$ cat src/hdl/ppc_ram.sv
module ppc_ram #(
    parameter int WIDTH = 8,
    parameter int DEPTH = 64,
    localparam int ADDR_W = $clog2(DEPTH)
) (
    input  logic              i_clk,
    input  logic              i_we,
    input  logic [ADDR_W-1:0] i_waddr,
    input  logic [WIDTH-1:0]  i_wdata,
    input  logic              i_re,
    input  logic [ADDR_W-1:0] i_raddr,
    output logic [WIDTH-1:0]  o_rdata
);

    logic [WIDTH-1:0] r_mem [DEPTH];
    logic [WIDTH-1:0] r_rdata;

    always_ff @(posedge i_clk) begin
        if (i_we) begin
            r_mem[i_waddr] <= i_wdata;
        end
        if (i_re) begin
            r_rdata <= r_mem[i_raddr];
        end
    end

    assign o_rdata = r_rdata;

endmodule

$ cat config.mk
export PLATFORM = sky130hd
export DESIGN_NAME = ppc_ram
export DESIGN_NICKNAME = d
export VERILOG_FILES = /design/src/hdl/ppc_ram.sv
export SDC_FILE = /design/constraint.sdc
export NUM_CORES = 1
export LEC_CHECK = 0
export ABC_AREA = 0
export BUFFER_PORTS_ARGS = -buffer_cell sky130_fd_sc_hd__buf_2
export CORE_ASPECT_RATIO = 1.75
export CORE_MARGIN = 10
export CORE_UTILIZATION = 50
export CTS_BUF_LIST = sky130_fd_sc_hd__clkbuf_2 sky130_fd_sc_hd__clkbuf_4 sky130_fd_sc_hd__clkbuf_8
export DETAILED_ROUTE_END_ITERATION = 10
export PLACE_DENSITY = 0.68
export SYNTH_ARGS = -nofsm -noshare
export SYNTH_HDL_FRONTEND = slang
export SYNTH_SLANG_ARGS = --single-unit
$ cat constraint.sdc
create_clock -name i_clk -period 2.2 [get_ports i_clk]
set_input_delay 0.44 -clock i_clk [delete_from_list [all_inputs] [get_ports i_clk]]
set_output_delay 0.44 -clock i_clk [all_outputs]
set_load 0.02 [all_outputs]
Word level (Yosys, flattened, before mapping)
Memory sizes are Yosys's and may differ from the RTL's. A register that Yosys moved wholly into a read port is not among the register bits.
Cells that the tools add are included.
{"block": "word_totals", "mem_bits_rw": 512, "regBits": 0, "out_inout_bits": 8, "elab_cells": 3, "n_memories": 1}
{"block": "op_classes", "muxes": 2}
{"memory": "r_mem", "depth": 64, "word_bits": 8, "rd": 1, "rd_ports_with_merged_regs": 1, "wr": 1, "line": "15", "source": "logic [WIDTH-1:0] r_mem [DEPTH];"}
{"op": "two-way mux 1 bit", "count": 2}

Logic depth before layout (Yosys ltp)
Gate-level depths: netlist of run 1.
{"block": "depth", "ltp_word": 2, "depth_mapped": 9}

Least setup slack after synthesis of run 1
OpenSTA, ideal clock, no wires.
{"block": "synth_path", "kind": "input-to-reg", "startpoint": "input port i_raddr[1]", "endpoint": "register r_rdata[3], in the netlist o_rdata[3] (read register of r_mem), data pin", "setup_time_ns": 0.266, "t_arrival_ns": 1.980, "required_ns": 1.934, "stages": 7, "setup_slack_ns": -0.046, "cell_sequence": "buf_4 -> buf_2 -> buf_2 -> mux4_2 -> mux4_2 -> o21ai_1 -> o41ai_1"}
{"element": "start, declared", "line": "11", "source": "input logic [ADDR_W-1:0] i_raddr,"}
{"element": "end, declared", "line": "16", "source": "logic [WIDTH-1:0] r_rdata;"}

==> flow_summary.ini, run 1 <==
[timing]
fin_crit_sh_pct = 94.5
slew_headroom_pct = 55.0
max_freq_mhz = 481
timing_max_transition_violations_final = 0
setup-violations-final = 0
finalClockSkew_ns = 0.0208
fin_crit_ns = 2.08
holdWs_ns = 0.189
grt_setup_unrepaired = false
timing.final.hold_violations = 0
tightestPinTransition_ns = 0.674

[synth]
synth_top_cells_by_area = sky130_fd_sc_hd__edfxtp_1, sky130_fd_sc_hd__mux4_2, sky130_fd_sc_hd__nor2_1
dominantRegCellSynth = sky130_fd_sc_hd__edfxtp_1
syn-mean-instance-area_um2 = 21.5
post_synth_instance_area_um2 = 20200
synth_enable_flop_cells = 520
synth-async-reset-ratio_pct = 0
synthDominantAreaCellType = sky130_fd_sc_hd__edfxtp_1
synth_warnings = 0
yosys_register_bits = 520
synth_sequential_area_ratio_pct = 77.1
syn-num-nets = 963
netlist_instances = 940
synth_cell_type_count = 39
netlist.area_leader.share_pct = 77.1

[drt]
drc = 0
detail_route.wirelength_um = 46000
viasPerCell = 5.99
drt_iter0_drc = 812
drt_pre_antenna_iters = 7
avgRoutedWirePerCell_um = 27.5
drt.antenna.violating_nets = 0
route.vias.total = 10000

[global_route]
global_route.usage.met3_pct = 3.56
global_route.usage.met1_pct = 21.4
grt-ovfl-total = 0
grt_antenna_before_repair = 3
grt_util_met2_pct = 35.4
grt_pass1_vias = 10600
grt_start_max_net_pins = 65
routing_layer_with_the_top_usage_in_global_route = met2
track_usage_pct = 19.3
grt_pass1_wl_um = 68300

[critical_path]
cpMaxStageDelayCell = sky130_fd_sc_hd__mux4_2
cp_data_required_time_ns = 2.57
regToRegEndpoint = o_rdata[2]
cp_cell_sequence = mux4_2 -> mux2_2 -> a221oi_1 -> buf_4 -> o2bb2ai_1
arrival_ns = 2.45
timing.critical_path.buf_inv = 1
regToRegStartpoint = r_mem[45][2]
timing.critical_path.to_type = flop
max_stage_delay_on_crit_path_ns = 0.47
critPathMaxFanout = 1
critPathKind = flop to flop
timing.reg2reg.worst_path_depth = 5
timing.critical_path.from_type = flop
path_delay_family = multiplexers
reg2reg_setup_slack_ns = 0.12

[placed_design]
port-buffer-count = 30
detailed_placement_hpwl_um = 30500
routabilityCongestion = 0.816

[die]
floorplan.core_area_um2 = 40100
overall_die_area_um2 = 49300
initial_cell_density_of_the_core_pct = 50.6
num_rows = 97
die_width_um = 172
ios = 31
die_height_um = 286

[layout]
layout.cells.most_common_list = sky130_fd_sc_hd__edfxtp_1, sky130_fd_sc_hd__mux4_2, sky130_fd_sc_hd__buf_4
num-fill-cells = 2912
areaGrowthSynthToFinish_pct = 15.0
final_util_pct = 58.1
layout.nets = 1156
post_route_cells_drive_above_1_share_pct = 35.4
final_common_cell = sky130_fd_sc_hd__edfxtp_1

[clocking]
clkLatencyLatePin_ns = 0.62
tritoncts.num_buffers = 71
clock_sink_count = 520
tritoncts = done
cts_post_setup_buffers_inserted = 0
h-tree-depth = 3
cts-root-buf = sky130_fd_sc_hd__clkbuf_8
ctsHoldBuffers = 0
path_clk_slew_ns = 0.07
post_cts.resized_instances = 0
clk_path_buf_depth = 3

[power_and_ir_drop]
power.ir.vdd_worst_v = 0.000358
power.leakage_uw = 0.00757
share_comb_of_total_power_pct = 6.0
clock_network_fraction_of_total_power_pct = 35.8
swShare_pct = 21.1
power_frac_seq_pct = 58.2
intPower_uw = 14900
total_power_density_per_cell_area_nw_per_um2 = 813
power_switching_uw = 4000

[worst_hold_path]
hold_path_class = input pin to flop
timing.hold.worst_endpoint = o_rdata[2]
min_from = i_re
hold_depth = 1

[flow_run]
drv_cap = 0

[run_status]
outcome = finished, final reports clean
synth_stat cells (all sizes together) (4+ instances only):
master    n
edfxtp  520
mux4    126
o22ai     8
nor2b    14
clkbuf   17
a211oi    4
nand3    13
a221oi    6
nor3      7
mux2i    23
nand2    19
nand2b    7
nor2     83
mux2     13
o221ai    8
buf      34
o21ai     4
worst max path at each step:
stage | from | to | slack (ns) | depth (start not counted)
after floorplan | i_raddr[1] | o_rdata[3] | 0.01 | 7
after global placement | i_raddr[0] | o_rdata[4] | -0.33 | 7
after detailed placement | i_raddr[0] | o_rdata[4] | -0.38 | 7
after CTS | r_mem[29][4] | o_rdata[4] | 0.15 | 5
after global routing | r_mem[25][4] | o_rdata[4] | 0.10 | 5
final | r_mem[45][2] | o_rdata[2] | 0.12 | 5
sequential cells by signal, summed over array words and instances, names as in the netlist:
name / cells
o_rdata: 8
r_mem: 512
worst reg2reg max path, cell delays in order (launching register included):
cell                        delay [ns]
sky130_fd_sc_hd__edfxtp_1         0.38
sky130_fd_sc_hd__mux4_2           0.47
sky130_fd_sc_hd__mux2_2           0.31
sky130_fd_sc_hd__a221oi_1         0.36
sky130_fd_sc_hd__buf_4            0.22
sky130_fd_sc_hd__o2bb2ai_1        0.09
through the flow:
step	instances	total power, µW	setup slack (ns)	setup TNS (ns)	instance area [µm²]
2_1_floorplan	940	11800	0.0135	0	20300
3_3_place_gp	1555	12300	-0.333	-2.30	22000
3_5_place_dp	1555	12400	-0.384	-2.46	22000
4_1_cts	1672	19100	0.147	0	23300
5_1_grt	1673	19600	0.104	0	23300
6_report	1673	18900	0.122	0	23300
power by group through the flow:
stage               sequential, µW  clock, µW  combinational [µW]
finish                       11000       6770                1140
global route                 11000       7370                1210
CTS                          11000       6930                1150
detailed placement           11200          0                1150
global placement             11200          0                1130
floorplan                    11200          0                 586
cell families after synthesis:
kind of cell / after synthesis / synth area share, %
buffers and inverters: 51 / 1.56
multiplexers: 162 / 15.9
flip-flops: 520 / 77.1
AND/OR/NAND/NOR: 153 / 3.37
AO/OA/AOI/OAI: 54 / 2.06
final cells by class:
class                   count  area [µm²]  share of cell area [%]
diodes                      1        2.50                  0.0107
clock inverters            23         108                   0.462
clock buffers              94        1170                    5.05
repair buffers            171        1450                    6.22
flip-flops and latches    520       15600                    67.1
multi-input cells         369        4320                    18.5
well taps                 495         619                    2.66
routing by layer:
layer | vias up | share of wire [%]
met4 | 0 | 2.7
li1 | 4318 | -
met3 | 83 | 6.1
met5 | - | 0
met2 | 383 | 57
met1 | 5241 | 34
Power figures use the tool's default switching activity.
==> run 2: changes to the inputs <==
- BUFFER_PORTS_ARGS: -buffer_cell sky130_fd_sc_hd__buf_2 -> not set
- DONT_BUFFER_PORTS: not set -> 1
- PLACE_DENSITY: 0.68 -> 0.66
==> flow_summary.ini, run 2 (same netlist as run 1, synthesis figures left out) <==
[run_status]
outcome = finished, final reports clean

[worst_hold_path]
min_from = i_raddr[5]
hold_path_class = input pin to flop

[placed_design]
detailed_placement_hpwl_um = 27300
port-buffer-count = 0
routabilityCongestion = 0.778

[clocking]
clkLatencyLatePin_ns = 0.61
tritoncts = done
path_clk_slew_ns = 0.07
h-tree-depth = 3
cts_post_setup_buffers_inserted = 0
cts-root-buf = sky130_fd_sc_hd__clkbuf_8
clk_path_buf_depth = 3
clock_sink_count = 520
ctsHoldBuffers = 9
post_cts.resized_instances = 0
tritoncts.num_buffers = 69

[layout]
number_of_flip_flops_under_the_largest_register_name = 512
layout.nets = 1080
final_common_cell = sky130_fd_sc_hd__edfxtp_1
areaGrowthSynthToFinish_pct = 12.5
num-fill-cells = 2968
layout.cells.most_common_list = sky130_fd_sc_hd__edfxtp_1, sky130_fd_sc_hd__mux4_2, sky130_fd_sc_hd__buf_4
post_route_cells_drive_above_1_share_pct = 31.0
largest_register_by_flop_count = r_mem
final_util_pct = 56.9

[die]
ios = 31
floorplan.core_area_um2 = 40100
overall_die_area_um2 = 49300
die_width_um = 172
initial_cell_density_of_the_core_pct = 50.6
die_height_um = 286
num_rows = 97

[power_and_ir_drop]
intPower_uw = 15000
power_switching_uw = 3800
power_frac_seq_pct = 58.5
swShare_pct = 20.2
share_comb_of_total_power_pct = 4.2
power.ir.vdd_worst_v = 0.000338
total_power_density_per_cell_area_nw_per_um2 = 828
power.leakage_uw = 0.00725
clock_network_fraction_of_total_power_pct = 37.3

[drt]
viasPerCell = 6.05
drc = 0
drt.antenna.violating_nets = 0
drt_pre_antenna_iters = 5
route.vias.total = 9691
detail_route.wirelength_um = 45300
drt_iter0_drc = 804
avgRoutedWirePerCell_um = 28.3

[timing]
slew_headroom_pct = 61.1
fin_crit_sh_pct = 92.2
setup-violations-final = 0
max_freq_mhz = 493
timing.final.hold_violations = 0
tightestPinTransition_ns = 0.569
finalClockSkew_ns = 0.0223
setup-tns-final_ns = 0
fin_crit_ns = 2.03
timing_max_transition_violations_final = 0
grt_setup_unrepaired = false

[critical_path]
reg2reg_setup_slack_ns = 0.17
regToRegStartpoint = r_mem[28][6]
critPathKind = flop to flop
critPathMaxFanout = 1
timing.critical_path.to_type = flop
timing.critical_path.from_type = flop
timing.critical_path.from = r_mem[28][6]
arrival_ns = 2.37
cp_data_required_time_ns = 2.54

[global_route]
grt_pass1_wl_um = 67500
track_usage_pct = 19.0
grt_antenna_before_repair = 1
grt_start_max_net_pins = 138
grt-ovfl-total = 0
grt_pass1_vias = 10400

[flow_run]
drv_cap = 0
## run 2: cell count changes in the layout (fill, tap and decap cells not counted)
cell                            delta
sky130_fd_sc_hd__dlygate4sd3_1     +1
sky130_fd_sc_hd__buf_2            -27
sky130_fd_sc_hd__clkinv_2          +1
sky130_fd_sc_hd__buf_12           -18
sky130_fd_sc_hd__clkinv_1          +2
sky130_fd_sc_hd__clkbuf_8          -3
sky130_fd_sc_hd__buf_4            -37
sky130_fd_sc_hd__bufinv_16         +2
sky130_fd_sc_hd__clkbuf_4          +3
sky130_fd_sc_hd__buf_16            +8
sky130_fd_sc_hd__clkinvlp_4        -3
## run 2: final timing paths
kind / endpoint / cells past startpoint
worst max register to register: o_rdata[6] / 5
worst max-delay path: o_rdata[6] / 5
worst min register to register: o_rdata[0] / 4
worst min-delay path: o_rdata[3] / 1
## run 2: layout make-up
cell class / instances / area, µm² / area share [%]
Sequential cell: 520 / 15600 / 68.6
Timing Repair Buffer: 97 / 891 / 3.91
Clock inverter: 25 / 158 / 0.692
Antenna cell: 1 / 2.50 / 0.0110
Tap cell: 495 / 619 / 2.72
Multi-Input combinational cell: 369 / 4320 / 19.0
Clock buffer: 95 / 1170 / 5.14
## run 2: power groups by stage
| stage | combinational [µW] | clock [µW] | sequential, µW |
|---|---|---|---|
| 3_3_place_gp | 597 | 0 | 11200 |
| 2_1_floorplan | 586 | 0 | 11200 |
| 4_1_cts | 801 | 7190 | 11000 |
| 5_1_grt | 837 | 7650 | 11000 |
| 3_5_place_dp | 602 | 0 | 11200 |
| 6_report | 790 | 7030 | 11000 |
## run 2: through the flow
stage / total power (µW) / cell area, µm² / instances / hold WS, ns / worst slack [ns]
after detailed placement: 11800 / 21200 / 1472 / 0.544 / 0.000860
after global placement: 11800 / 21200 / 1472 / 0.544 / 0.0254
after floorplan: 11800 / 20300 / 940 / 0.539 / 0.0135
final: 18800 / 22800 / 1602 / 0.0482 / 0.172
after global routing: 19500 / 22800 / 1602 / 0.0292 / 0.111
after CTS: 19000 / 22800 / 1601 / 0.0157 / 0.157
## run 2: critical path: stages, from the launching register on
cell	delay [ns]
sky130_fd_sc_hd__edfxtp_1	0.40
sky130_fd_sc_hd__mux4_2	0.46
sky130_fd_sc_hd__mux2_2	0.29
sky130_fd_sc_hd__o221a_2	0.27
sky130_fd_sc_hd__nor3_1	0.22
sky130_fd_sc_hd__o32ai_1	0.12
## run 2: metal layers
| metal | global-route usage (%) | wire length [µm] |
|---|---|---|
| met1 | 21.8 | 16000 |
| met2 | 33.8 | 25000 |
| met3 | 3.37 | 2680 |
| met4 | 8.13 | 1700 |
| met5 | 0 | 0 |
